`src/rtl/des_pkg.sv`:
```
// Shared widths, constants and lane handoff types for the dual encoder speed estimator.
// No dependencies; imported by every module of the block.
package des_pkg;

   localparam int COUNT_W     = 16;
   localparam int SPEED_W     = 21;
   localparam int SCALE_W     = 24;
   localparam int LIMIT_W     = 20;
   localparam int DIST_W      = 48;
   localparam int TOTAL_W     = 16;
   localparam int SCALE_FRAC  = 16;
   localparam int SCALE_SPLIT = 12;
   localparam int XS_W        = 24;
   localparam int XS_MAX      = 1 << (XS_W - 2);
   localparam int CSR_IDX_W   = 3;
   localparam int CSR_DATA_W  = SCALE_W;

   localparam logic [CSR_IDX_W-1:0] CSR_LEFT_SCALE  = CSR_IDX_W'(0);
   localparam logic [CSR_IDX_W-1:0] CSR_RIGHT_SCALE = CSR_IDX_W'(1);
   localparam logic [CSR_IDX_W-1:0] CSR_SPEED_LIMIT = CSR_IDX_W'(2);
   localparam logic [CSR_IDX_W-1:0] CSR_SLEW_LIMIT  = CSR_IDX_W'(3);
   localparam logic [CSR_IDX_W-1:0] CSR_FAST_THRESH = CSR_IDX_W'(4);

   typedef struct packed {
      logic load;
      logic tap;
      logic avg;
      logic scl;
      logic xsat;
      logic bld;
      logic lim;
      logic slw;
   } lane_ctl_type;

   typedef struct packed {
      logic signed [SPEED_W-1:0] speed;
      logic                      clamped;
   } lane_res_type;

endpackage

```
`src/rtl/des_lane.sv`:
```
// One wheel lane: tap average, scale, blend, clamp and slew limit of the wheel speed.
// Depends on des_pkg; stepped by the control strobes of the top level.
module des_lane import des_pkg::*; #(
   parameter int FRAC_BITS = 16
) (
   input  logic                      clock,
   input  logic                      reset,
   input  lane_ctl_type              ctl,
   input  logic signed [COUNT_W-1:0] count,
   input  logic [SCALE_W-1:0]        scale,
   input  logic [LIMIT_W-1:0]        speed_limit,
   input  logic [LIMIT_W-1:0]        slew_limit,
   output lane_res_type              res
);

   localparam int K_W    = FRAC_BITS + 1;
   localparam int TAP_W  = COUNT_W + K_W;
   localparam int HI_W   = SCALE_W - SCALE_SPLIT;
   localparam int LO_W   = SCALE_SPLIT;
   localparam int PPH_W  = TAP_W + HI_W + 1;
   localparam int PPL_W  = TAP_W + LO_W + 1;
   localparam int PROD_W = TAP_W + SCALE_W + 1;
   localparam int XW_W   = PROD_W - SCALE_FRAC;
   localparam int BP_W   = SPEED_W + K_W;
   localparam int BX_W   = XS_W + K_W;
   localparam int V_W    = XS_W + 2;
   localparam int D_W    = SPEED_W + 1;

   localparam logic signed [K_W-1:0] K040 = K_W'(((4 << FRAC_BITS) + 5) / 10);
   localparam logic signed [K_W-1:0] K030 = K_W'(((3 << FRAC_BITS) + 5) / 10);
   localparam logic signed [K_W-1:0] K020 = K_W'(((2 << FRAC_BITS) + 5) / 10);
   localparam logic signed [K_W-1:0] K010 = K_W'(((1 << FRAC_BITS) + 5) / 10);
   localparam logic signed [K_W-1:0] K085 = K_W'(((85 << FRAC_BITS) + 50) / 100);
   localparam logic signed [K_W-1:0] K015 = K_W'(((15 << FRAC_BITS) + 50) / 100);

   localparam logic signed [XW_W-1:0] XS_HI = XW_W'(XS_MAX);
   localparam logic signed [XW_W-1:0] XS_LO = -XW_W'(XS_MAX);

   logic signed [COUNT_W-1:0] cur_ff;
   logic signed [COUNT_W-1:0] hist_ff [3];
   logic signed [COUNT_W-1:0] hist_in [3];
   logic signed [TAP_W-1:0]   tap_ff [4];
   logic signed [TAP_W-1:0]   tap_in [4];
   logic signed [TAP_W-1:0]   avg_ff;
   logic signed [TAP_W-1:0]   avg_in;
   logic signed [PPH_W-1:0]   pph_ff;
   logic signed [PPH_W-1:0]   pph_in;
   logic signed [PPL_W-1:0]   ppl_ff;
   logic signed [PPL_W-1:0]   ppl_in;
   logic signed [PROD_W-1:0]  prod;
   logic signed [XW_W-1:0]    xw;
   logic signed [XS_W-1:0]    x_ff;
   logic signed [XS_W-1:0]    x_in;
   logic signed [BP_W-1:0]    bp_ff;
   logic signed [BP_W-1:0]    bp_in;
   logic signed [BX_W-1:0]    bx_ff;
   logic signed [BX_W-1:0]    bx_in;
   logic signed [V_W-1:0]     v;
   logic signed [V_W-1:0]     lim_s;
   logic signed [SPEED_W-1:0] vc_ff;
   logic signed [SPEED_W-1:0] vc_in;
   logic                      clamp_ff;
   logic                      clamp_in;
   logic signed [D_W-1:0]     vd;
   logic signed [D_W-1:0]     pd;
   logic signed [D_W-1:0]     sl;
   logic signed [D_W-1:0]     diff;
   logic signed [SPEED_W-1:0] prev_ff;
   logic signed [SPEED_W-1:0] prev_in;

   always_comb begin
      tap_in[0] = cur_ff * K040;
      tap_in[1] = hist_ff[0] * K030;
      tap_in[2] = hist_ff[1] * K020;
      tap_in[3] = hist_ff[2] * K010;
      avg_in    = tap_ff[0] + tap_ff[1] + tap_ff[2] + tap_ff[3];
      pph_in    = avg_ff * $signed({1'b0, scale[SCALE_W-1:LO_W]});
      ppl_in    = avg_ff * $signed({1'b0, scale[LO_W-1:0]});
   end

   // saturate far outside any speed limit; the clamp gives the same answer
   always_comb begin
      prod = ($signed(PROD_W'(pph_ff)) <<< LO_W) + $signed(PROD_W'(ppl_ff));
      xw   = $signed(XW_W'(prod >>> SCALE_FRAC));
      if (xw > XS_HI) begin
         x_in = $signed(XS_W'(XS_HI));
      end else if (xw < XS_LO) begin
         x_in = $signed(XS_W'(XS_LO));
      end else begin
         x_in = $signed(XS_W'(xw));
      end
      bp_in = prev_ff * K015;
      bx_in = x_ff * K085;
   end

   always_comb begin
      v     = $signed(V_W'(bp_ff >>> FRAC_BITS)) + $signed(V_W'(bx_ff >>> FRAC_BITS));
      lim_s = $signed(V_W'(speed_limit));
      if (v > lim_s) begin
         vc_in    = $signed(SPEED_W'(lim_s));
         clamp_in = 1'b1;
      end else if (v < -lim_s) begin
         vc_in    = $signed(SPEED_W'(-lim_s));
         clamp_in = 1'b1;
      end else begin
         vc_in    = $signed(SPEED_W'(v));
         clamp_in = 1'b0;
      end
   end

   always_comb begin
      vd   = $signed(D_W'(vc_ff));
      pd   = $signed(D_W'(prev_ff));
      sl   = $signed(D_W'(slew_limit));
      diff = vd - pd;
      if (diff > sl) begin
         prev_in = $signed(SPEED_W'(pd + sl));
      end else if (diff < -sl) begin
         prev_in = $signed(SPEED_W'(pd - sl));
      end else begin
         prev_in = vc_ff;
      end
      hist_in[0] = cur_ff;
      hist_in[1] = hist_ff[0];
      hist_in[2] = hist_ff[1];
   end

   always_ff @(posedge clock) begin
      if (ctl.load) begin
         cur_ff <= count;
      end
      if (ctl.tap) begin
         tap_ff <= tap_in;
      end
      if (ctl.avg) begin
         avg_ff <= avg_in;
      end
      if (ctl.scl) begin
         pph_ff <= pph_in;
         ppl_ff <= ppl_in;
      end
      if (ctl.xsat) begin
         x_ff <= x_in;
      end
      if (ctl.bld) begin
         bp_ff <= bp_in;
         bx_ff <= bx_in;
      end
      if (ctl.lim) begin
         vc_ff    <= vc_in;
         clamp_ff <= clamp_in;
      end
   end

   always_ff @(posedge clock) begin
      if (reset) begin
         prev_ff    <= '0;
         hist_ff[0] <= '0;
         hist_ff[1] <= '0;
         hist_ff[2] <= '0;
      end else if (ctl.slw) begin
         prev_ff <= prev_in;
         hist_ff <= hist_in;
      end
   end

   assign res.speed   = prev_ff;
   assign res.clamped = clamp_ff;

endmodule

```
`config.mk`:
```
export PLATFORM = sky130hd
export DESIGN_NAME = des_lane
export DESIGN_NICKNAME = d
export VERILOG_FILES = /design/src/rtl/des_pkg.sv /design/src/rtl/des_lane.sv
export SDC_FILE = /design/constraint.sdc
export NUM_CORES = 2
export LEC_CHECK = 0
export ABC_AREA = 1
export BUFFER_PORTS_ARGS = -buffer_cell sky130_fd_sc_hd__buf_4
export CAP_MARGIN = 20
export CORE_ASPECT_RATIO = 2
export CORE_UTILIZATION = 45
export DETAILED_ROUTE_END_ITERATION = 8
export GPL_TIMING_DRIVEN = 0
export PLACE_DENSITY_LB_ADDON = 0.05
export SETUP_SLACK_MARGIN = 0.2
export SYNTH_ARGS = -nofsm -noshare
export SYNTH_HDL_FRONTEND = slang
export SYNTH_SLANG_ARGS = --single-unit
```
`constraint.sdc`:
```
create_clock -name clock -period 6.7 [get_ports clock]
set_input_delay 0.67 -clock clock [delete_from_list [all_inputs] [get_ports clock]]
set_output_delay 0.67 -clock clock [all_outputs]
set_load 0.01 [all_outputs]
```
# Word-level counts from Yosys, hierarchy flattened
# Index checks and enable logic that the tools add are counted.
word_totals:
  mem_bits_rw: 0
  memories: 0
  romBits: 0
  latchBits: 0
  reg_bits: 461
  output_inout_bits: 22
classes:
  n_reduce_logical: 1
  n_mul: 8
  n_div: 0
  shifts: 0
  n_bitwise: 0
  n_eq_ne: 0
  mux: 6
  order_cmp: 6
  addsub: 10
op_table:
  columns: ["cell", "n"]
  rows:
  - ["$add 33x33->33", 3]
  - ["$mul 33x13->46", 2]
  - ["$mux 21", 3]
  - ["$mul 16x15->31 const B", 2]
  - ["$add 58x46->58", 1]
  - ["$gt 42x24->1 const B", 1]
  - ["$lt 42x23->1 const B", 1]
  - ["$mul 24x16->40 const B", 1]
  - ["$mul 21x14->35 const B", 1]
  - ["$mul 16x16->32 const B", 1]
  - ["$mul 16x13->29 const B", 1]
  - ["$add 20x25->26", 1]
  - ["$gt 26x21->1", 1]
  - ["$lt 26x26->1", 1]
  - ["$neg 20->26", 1]
  - ["$mux 24", 1]
  - ["$gt 22x21->1", 1]
  - ["$lt 22x22->1", 1]
  - ["$neg 20->22", 1]
  - ["$sub 21x21->22", 1]
  - ["$add 21x21->21", 1]
  - ["$sub 21x21->21", 1]
  - ["$mux 20", 1]
  - ["$reduce_or 2->1", 1]
  - ["$mux 1", 1]

# Longest topological paths before layout
logic_depth:
  depth_word: 4
  ltp_mapped: 32
  depth_no_buf: 31

# Least setup slack after synthesis
# Ideal clock, no wire load.
synth_path:
  kind: "input-to-reg"
  start: "input scale[19]"
  end: "register pph_ff[40], data pin"
  setup_ps: 259
  stages: 26
  arrival_ps: 5491
  path_slack_ps: 950
  path_buffers: 3
  path_cell_list: "clkbuf_1 > clkbuf_1 > nand2_1 > fa_1 > inv_1 > fa_1 > fa_1 > fa_1 > inv_1 > fa_1 > inv_1 > ha_1 > clkbuf_1 > a21oi_1 > inv_1 > a21oi_1 > inv_1 > a21oi_1 > o21ai_1 > a21oi_1 > o21bai_1 > nand2_1 > nand2_1 > nand3_1 > nand2_1 > xor2_1"
synth_via:
  elab_chain_cells: 1
synth_rtl:
  columns: ["item", "line_no", "source"]
  rows:
  - ["start, declared", "des_lane.sv:10", "input logic [SCALE_W-1:0] scale,"]
  - ["$mul 33x13->46", "des_lane.sv:77", "pph_in = avg_ff * $signed({1'b0, scale[SCALE_W-1:LO_W]});"]
  - ["net pph_in[40]", "des_lane.sv:47", "logic signed [PPH_W-1:0] pph_in;"]
  - ["end signal, assigned", "des_lane.sv:139", "pph_ff <= pph_in;"]
  - ["end, declared", "des_lane.sv:46", "logic signed [PPH_W-1:0] pph_ff;"]
# The timed path passes the listed nets, and every way through them passes these cells.
# A chain may end at the register's enable or synchronous reset.

# Final worst setup path
layout_path:
  start: "register avg_ff[0]"
  end: "register ppl_ff[41], data pin"
layout_via:
  elab_chain_cells: 1
layout_rtl:
  columns: ["item", "line_no", "source"]
  rows:
  - ["start, declared", "des_lane.sv:44", "logic signed [TAP_W-1:0] avg_ff;"]
  - ["start signal, assigned", "des_lane.sv:136", "avg_ff <= avg_in;"]
  - ["$mul 33x13->46", "des_lane.sv:78", "ppl_in = avg_ff * $signed({1'b0, scale[LO_W-1:0]});"]
  - ["net ppl_in[41]", "des_lane.sv:49", "logic signed [PPL_W-1:0] ppl_in;"]
  - ["end signal, assigned", "des_lane.sv:140", "ppl_ff <= ppl_in;"]
  - ["end, declared", "des_lane.sv:48", "logic signed [PPL_W-1:0] ppl_ff;"]
# The timed path passes the listed nets, and every way through them passes these cells.

==> summary.md <==
| Metric | Value |
|---|---|
| Status | `completed` |
| Layout cell share with drive strength beyond 1 | `4.80%` |
| Period utilization | `98.1%` |
| Critical Path, Cell by Cell | `clkbuf_2, nand2_1, fa_1, fa_1, inv_1, fa_1, fa_1, inv_1, fa_1, inv_1, ha_1, nand2_1, nor2_1, inv_1, nor3_2, nor2_2, o21ai_4, nand2_1, nand2_4, nand4_1, o311ai_0, xor2_1` |
| # nets final | `13200` |
| Vias in the first global route | `76600` |
| Yosys warning count | `0` |
| Crit-path slowest cell | `edfxtp_1` |
| CTS Buffer Depth | `3` |
| Wire per inst | `25.6 um` |
| Initial antenna violation count | `17` |
| CP Capture Type | `flip-flop` |
| Finished Layout Cells | `13200` |
| Hold Fails Final Rpt | `0` |
| Minimum clock period | `6570 ps` |
| Sequential area share after synthesis | `13.6%` |
| Drc violations | `0` |
| Die area | `0.193 mm2` |
| Synthesized area per cell | `8.26 um2` |
| Critical Path Max Stage Delay | `820 ps` |
| Number of enable flip-flop cells after synthesis | `343` |
| Critical setup path kind | `flip-flop to flip-flop` |
| Mapped Area | `0.0862 mm2` |
| Count of cell types in the netlist | `56` |
| Largest net degree at the start of global routing | `81` |
| GRT Total Usage | `35.6%` |
| Worst-path clk slew | `70 ps` |
| Total gr overflow | `0` |
| CP Buf/Inv Count | `5` |
| Prevailing post-synth register cell | `edfxtp_1` |
| Count of final setup violators | `0` |
| Max transition margin | `18.8%` |
| DR iter-0 viols | `3309` |
| Post-synthesis cell count | `10400` |
| Worst slew pin tran | `1210 ps` |
| # fillers | `19000` |
| Post-Route WL | `339 mm` |
| Max Clock Skew | `42.3 ps` |
| CTS root buf | `clkbuf_16` |
| RSZ-0062 raised after global routing | `yes` |
| CTS tree | `done` |
| Area Overhead vs Synth | `8.26%` |
| Routed Antenna Nets | `0` |
| # rows | `226` |
| CP most frequent cell | `fa_1` |
| TritonCTS Sinks | `412` |
| Max-cap violation count | `0` |
| Die Span X | `311 um` |
| Ys async rst share | `0%` |
| Global-route wire length before repair | `488 mm` |
| Final core utilization | `49.2%` |
| Cell family with the largest share of critical-path delay | `adder cells` |
| Number of CTS-inserted buffers | `47` |
| Seq cells post-synth | `412` |
| Vias | `69700` |
| Max Fanout on Critical Path | `10` |
| Slew Viols, Final | `0` |
| Post-detail-place hpwl | `298 mm` |
| Core area | `0.190 mm2` |
| Initial Util | `45.4%` |
| GPL Wtd Cong | `1.05` |
| Worst path arrival time | `6980 ps` |
| Max Fclk | `0.152 GHz` |
| Startpoint Class | `flip-flop` |
| I/O pin cnt | `112` |
| Drt pass-1 iters | `7` |
| Hold Crit Class | `input pin to flip-flop` |
| Syn nets | `13000` |
| Dpl cells | `13100` |
| Vias/cell | `5.27` |
| Die H | `621 um` |
| Port bufs | `87` |
| Worst-Skew Late Latency | `710 ps` |
| Htree depth | `2` |
| Critical path required time | `7110 ps` |
path summary, 6_finish.rpt:
path	start	to	slack [ps]	cells past startpoint
worst max-delay path	avg_ff[0]	ppl_ff[41]	130	22
worst min-delay path	count[14]	cur_ff[14]	160	1
worst max register to register	avg_ff[0]	ppl_ff[41]	130	22
worst min register to register	hist_ff[5]	hist_ff[5]	540	2
cell usage after synthesis, drive strengths merged, types with 42 or more instances:
cell	instances	area share [%]
a211oi	42	0.37
a21oi	557	3.3
a31oi	48	0.35
clkbuf	195	0.85
dfxtp	69	1.6
edfxtp	343	12
fa	1344	31
ha	1119	16
inv	2868	12
nand2	1960	8.6
nand3	256	1.5
nand4	63	0.46
nor2	495	2.2
nor3	63	0.37
o21ai	299	1.7
xnor2	141	1.4
xor2	300	3.1
per-stage QoR:
step | setup WS [ps] | setup TNS (ps) | hold WS [ps] | area, um2
6_report | 129 | 0 | 161 | 93300
5_1_grt | 112 | 0 | 144 | 93300
4_1_cts | 159 | 0 | 122 | 92900
3_5_place_dp | -2050 | -65210 | 524 | 90500
3_3_place_gp | -2660 | -90700 | 516 | 90000
2_1_floorplan | 950 | 0 | 463 | 86200
timing repair:
action	in CTS	in global routing
resized for setup	165	117
pin swaps	3	7
buffers inserted	42	17
setup endpoints to repair	55	63
hold buffers	0	0
flip-flops by register name (all words and copies together) (netlist names):
register / cells
x_ff: 24
bp_ff: 20
cur_ff: 16
vc_ff: 21
ppl_ff: 34
prev_ff: 21
hist_ff: 48
tap_ff: 123
clamp_ff: 1
bx_ff: 25
avg_ff: 33
pph_ff: 46
area by class of cell:
cell class / instances / area, um2 / area share [%]
antenna: 14 / 35.0 / 0.0375
buffer: 218 / 1080 / 1.16
clock buffer: 54 / 1220 / 1.31
clock inverter: 34 / 328 / 0.351
inverter: 2874 / 10800 / 11.6
multi-input combinational: 6933 / 63200 / 67.8
sequential: 412 / 11700 / 12.5
tap: 2508 / 3140 / 3.36
timing repair buffer: 173 / 1780 / 1.91
layout by cell type (no fill, tap or decap), types with 15 or more instances in the layout:
cell	Yosys	routed
a211oi_1	42	41
a21o_1	36	36
a21oi_1	551	542
a31oi_1	48	45
buf_2	12	22
buf_4	2	139
buf_8	0	15
clkbuf_1	195	78
clkbuf_16	0	47
clkbuf_2	0	83
clkbuf_4	0	23
dfxtp_1	69	63
edfxtp_1	343	343
fa_1	1344	1342
ha_1	1119	1113
inv_1	2862	2862
nand2_1	1953	1948
nand3_1	254	252
nand4_1	63	63
nor2_1	470	466
nor2_2	25	28
nor3_1	62	59
nor4_1	28	26
o211ai_1	36	36
o21a_1	33	33
o21ai_0	274	265
o21ai_1	24	27
o21bai_1	32	30
xnor2_1	141	139
xor2_1	299	290
metal layers:
metal | up-vias | track usage (%) | part of all wire, %
met1 | 34200 | 26.3 | 26
met2 | 2117 | 70.2 | 55
met3 | 1270 | 4.98 | 3.7
met4 | 10 | 42.4 | 15
li1 | 32200 | - | -
met5 | - | 0 | 0.019
cell families (layout without fill, tap and decap cells):
kind of cell               after synthesis  count (layout)  synth area share (%)
adders and majority gates             2463            2463                  47.5
xor gates and xnor gates               441             441                  4.49
buffers and inverters                 3092            3353                  13.5
muxes                                    4               4                0.0494
DFF                                    412             412                  13.6
AOI/OAI and AO/OA                     1134            1134                  7.39
and+or+nand+nor                       2891            2891                  13.5
other                                    0              14                     0
Power is not shown: default switching activity piles up to over one toggle a cycle in this logic, so the estimate is an artifact.
